[src/hdl/qte_pkg.sv]
// shared constants for the quaternion to euler angle pipeline
// arctangent table, angle limits and square root sizes; no dependencies
`default_nettype none
package qte_pkg;
	localparam int ZW        = 35;  // q30 angle accumulator width
	localparam int TAB_LEN   = 24;
	localparam int SQ_W      = 62;  // square root radicand / remainder width
	localparam int ISQ_STEPS = 31;  // one result bit per stage
	localparam int ROOT_W    = 31;
	localparam int OUT_W     = 18;  // q13 angle after the rounding shift

	localparam logic signed [ZW-1:0] PI_Q30 = 35'sd3373259426;
	localparam logic signed [OUT_W-1:0] ANGLE_MAX   = 18'sd25736;
	localparam logic signed [OUT_W-1:0] HALF_PI_OUT = 18'sd12868;

	localparam logic signed [ZW-1:0] ATAN_Q30 [0:TAB_LEN-1] = '{
		35'sd843314857, 35'sd497837829, 35'sd263043836, 35'sd133525158,
		35'sd67021686,  35'sd33543515,  35'sd16775850,  35'sd8388437,
		35'sd4194282,   35'sd2097149,   35'sd1048575,   35'sd524287,
		35'sd262143,    35'sd131071,    35'sd65535,     35'sd32767,
		35'sd16383,     35'sd8191,      35'sd4095,      35'sd2047,
		35'sd1023,      35'sd511,       35'sd255,       35'sd127
	};
endpackage
`default_nettype wire

[src/hdl/qte_isqrt.sv]
// pipelined integer square root, one result bit per stage
// radicand at most 2^60; uses qte_pkg
`default_nettype none
module qte_isqrt import qte_pkg::*; (
	input  wire logic              clk,
	input  wire logic              en,
	input  wire logic [SQ_W-2:0]   v_i,
	output logic [ROOT_W-1:0]      root_o
);
	logic [SQ_W-1:0] v_s [0:ISQ_STEPS];
	logic [SQ_W-1:0] r_s [0:ISQ_STEPS];

	assign v_s[0] = {1'b0, v_i};
	assign r_s[0] = '0;

	for (genvar k = 0; k < ISQ_STEPS; k++) begin : g_bit
		localparam logic [SQ_W-1:0] BIT = SQ_W'(1) << (60 - 2 * k);
		always_ff @(posedge clk) begin
			if (en) begin
				if (v_s[k] >= r_s[k] + BIT) begin
					v_s[k+1] <= v_s[k] - (r_s[k] + BIT);
					r_s[k+1] <= (r_s[k] >> 1) + BIT;
				end else begin
					v_s[k+1] <= v_s[k];
					r_s[k+1] <= r_s[k] >> 1;
				end
			end
		end
	end

	assign root_o = r_s[ISQ_STEPS][ROOT_W-1:0];
endmodule
`default_nettype wire

[config.mk]
export PLATFORM = sky130hd
export DESIGN_NAME = qte_isqrt
export DESIGN_NICKNAME = d
export VERILOG_FILES = /design/src/hdl/qte_pkg.sv /design/src/hdl/qte_isqrt.sv
export SDC_FILE = /design/constraint.sdc
export NUM_CORES = 2
export LEC_CHECK = 0
export BUFFER_PORTS_ARGS = -buffer_cell sky130_fd_sc_hd__buf_4
export CAP_MARGIN = 20
export CORE_MARGIN = 8
export CORE_UTILIZATION = 57
export DETAILED_ROUTE_END_ITERATION = 10
export PLACE_DENSITY = 0.76
export SYNTH_ARGS = -nofsm -noshare
export SYNTH_HDL_FRONTEND = slang
export SYNTH_SLANG_ARGS = --single-unit
[constraint.sdc]
create_clock -name clk -period 10.55 [get_ports clk]
set_input_delay 1.5825 -clock clk [delete_from_list [all_inputs] [get_ports clk]]
set_output_delay 1.5825 -clock clk [all_outputs]
set_load 0.02 [all_outputs]
==> impl_metrics.csv <==
group,metric,value,unit
status,outcome,"completed",
timing,holdWs,0.4059,ns
grt,antenna_found_initial,11,
timing,setup_viol,0,
die,io_pins,94,
timing,slew_violations,0,
synthesis,synth_seq_area_share,62.53,%
timing,fin_tns_setup,0,ns
routing,first_pass_iters,9,
die,die_y,461.5,um
synthesis,synthFlopType,"edfxtp_1",
synthesis,synth_top_cell_by_area,"edfxtp_1",
die,initial_utilization,57.37,%
placement,io_buffers,93,
final_layout,fillers,14560,
hold_path,holdPathEnd,"r_s[772]",
clock_tree,worstSkewPairLatency,0.89,ns
clock_tree,numClockSinks,2356,
routing,avgRoutedWirePerCell,21.96,um
synthesis,synthArstFlopShare,0,%
clock_tree,holdBufCountCts,0,
clock_tree,htreeDepth,4,
grt,grt_remaining_overflow,0,
timing,tightest_slew,1.104,ns
timing,finalHoldViolCount,0,
critical_path,r2r-start,"v_s[166]",
clock_tree,cts_made_buffers,225,
timing,relSlewSlack,26.41,%
timing,rsz0062_at_grt,"false",
routing,remaining_drc_errors,0,
hold_path,whs_path_depth,0,
placement,dp.final_hpwl,193400,um
synthesis,syn_area,113100,um^2
die,dieWidth,461.5,um
power,vdd_ir_drop_max,0.1664,mV
clock_tree,cts_resized,0,
critical_path,worst_path_most_repeated_cell,"or4_1",
critical_path,crit_arrival,5.49,ns
critical_path,cp_slowest_stage_delay,0.93,ns
placement,dp_slack,5.993,ns
routing,routed_wl,263000,um
clock_tree,clock_path_buffers,3,
critical_path,r2r_cells,9,
critical_path,rrSetupSlack,5.69,ns
critical_path,required,11.18,ns
synthesis,synth_cell_type_count,103,
routing,via_per_inst,6.087,
synthesis,ys_ff_latch,2356,
power,p_per_area,213.9,nW/um^2
synthesis,synth_warnings,0,
routing,num_vias,72880,
timing,layout_min_cycle_time,4.857,ns
final_layout,multi_input_area,39110,um^2
grt,grt_usage,24.02,%
synthesis,synth_area_per_cell,12.61,um^2
timing,post-route-period-util,46.04,%
die,core,197200,um^2
die,num_rows,163,
routing,drt_iter0_markers,7453,
critical_path,worst-path-max-fanout,7,
critical_path,cp-end-kind,"flip-flop",
final_layout,nets,9720,
grt,grt_first_pass_wirelength,402200,um
timing,final.setup.worst_slack,5.693,ns
critical_path,start_kind,"flip-flop",
clock_tree,tritoncts,"done",
final_layout,drive_above_1_share,6.666,%
hold_path,hold_start,"r_s[835]",
grt,grt_max_degree,200,
synthesis,synth-edff-count,2356,
clock_tree,clk_pin_slew,0.07,ns
timing,clock.fmax,205.9,MHz
grt,grt_pass1_vias,70420,
job,max_cap_viol_count,0,
critical_path,worstSetupPathType,"reg2reg",
timing,fin_skew,0.07032,ns
final_layout,ff_latch_area,70750,um^2
synthesis,synth_top_area_share,62.53,%
placement,gp_routability_congestion,0.9694,
critical_path,reg2reg_to,"v_s[105]",
hold_path,hp-class,"reg2reg",
final_layout,areaGrowthSynthToFinish,9.929,%
die,dieArea,213000,um^2
final_layout,utilization,63.06,%
routing,postRouteAntennaNets,0,
power,p_leak,46.52,nW
synthesis,synth_area_leaders,"edfxtp_1 (63%), ha_1 (5.8%), xnor2_1 (3.2%)",
critical_path,slowest_stage,"nor4_1",
critical_path,cp_num_buf_inv,0,
clock_tree,post-cts-setup-buffers,0,
clock_tree,ctsRootBufferMaster,"clkbuf_16",
synthesis,syn_inst,8969,
critical_path,crit_path_cell_trace,"or4_1 > or4_1 > nor4_1 > a41o_1 > nor2_1 > o21a_1 > a2111oi_4 > or3b_1 > xnor2_1",
critical_path,critical_path.top_delay_family,"simple AND/OR/NAND/NOR gates",
## sequential cells by signal, summed over array words and instances, names as in the netlist
| signal | cells |
|---|---|
| root_o | 31 |
| r_s | 465 |
| v_s | 1860 |
## where the power goes
part,switching (mW),total (mW),internal [mW]
clock,3.59,8.20,4.61
combinational,3.29,5.55,2.27
sequential,0.979,12.8,11.9
total,7.85,26.6,18.7
## routing by layer
metal	wire length [um]	global-route usage, %	vias to the layer above
li1	-	-	33960
met1	111100	32.96	35840
met2	127300	40.49	2640
met3	17820	3.508	436
met4	6724	6.373	0
met5	0	0	-
## through the flow
stage	total power, mW	area, um^2	cells
2_1_floorplan	16.61	113100	8970
3_3_place_gp	18.31	116700	11540
3_5_place_dp	18.45	116700	11540
4_1_cts	26.67	124300	11970
5_1_grt	27.76	124400	11970
6_report	26.60	124400	11970
## worst max path at each step
stage	from	to	slack (ns)	cells past startpoint
2_1_floorplan	v_s[414]	v_s[370]	7.20	9
3_3_place_gp	v_s[218]	v_s[178]	5.96	10
3_5_place_dp	v_s[166]	v_s[105]	5.99	9
4_1_cts	v_s[166]	v_s[105]	5.94	9
5_1_grt	v_s[166]	v_s[105]	5.70	9
6_report	v_s[166]	v_s[105]	5.69	9
## layout make-up
class                   instances  area share [%]
diodes                          2        0.004024
clock buffers                 261           4.636
repair buffers                142          0.9678
multi-input cells            5767           31.45
flip-flops and latches       2356           56.89
inverters                     642           1.938
well taps                    2640           2.656
clock inverters               163           1.467
## placed cells by master, fill, tap and decap left out, types with 37 or more instances in the layout
master	instances
buf_4	125
nor2_1	571
or3_1	100
clkbuf_16	225
a31oi_1	40
o31ai_1	39
a211oi_1	45
o21ai_1	89
edfxtp_1	2356
clkinv_1	51
nand4_1	139
mux2_2	48
o21bai_1	49
nand2_1	545
a21o_1	191
nor2b_1	66
a21oi_1	597
and3_1	53
inv_1	632
nand3_1	149
xnor2_1	417
clkinv_2	51
nor4b_1	52
ha_1	523
o21a_1	100
or4_1	78
or2_2	37
o21ai_0	339
nand2b_1	97
and2_1	42
xor2_1	399
nor3_1	218
nor4_1	307
## cell families (layout without fill, tap and decap cells)
group | Yosys count | after routing | synth area share (%)
xor gates and xnor gates | 816 | 816 | 6.317
buffers and inverters | 847 | 1208 | 2.961
other | 1 | 4 | 0.003315
AOI/OAI and AO/OA | 1741 | 1741 | 9.526
and+or+nand+nor | 2597 | 2597 | 12.01
DFF | 2356 | 2356 | 62.53
muxes | 88 | 88 | 0.8637
adders and majority gates | 523 | 523 | 5.784
## cells in the mapped netlist (43+ instances only)
library cell and count:
nand4_1 139, a211oi_1 45, nand2b_1 97, mux2_2 48, and3_1 53, nand3_1 149, ha_1 523, o21ai_0 339
edfxtp_1 2356, nand2_1 546, clkbuf_1 133, a21o_1 191, or4_1 78, a21oi_1 597, nor4_1 307, o21ai_1 90
or3_1 100, nor2_1 571, inv_1 632, xor2_1 399, o21bai_1 49, nor2b_1 66, xnor2_1 417, nor3_1 218
o21a_1 100, and2_1 43, nor4b_1 53
(Power assumes the default switching activity.)
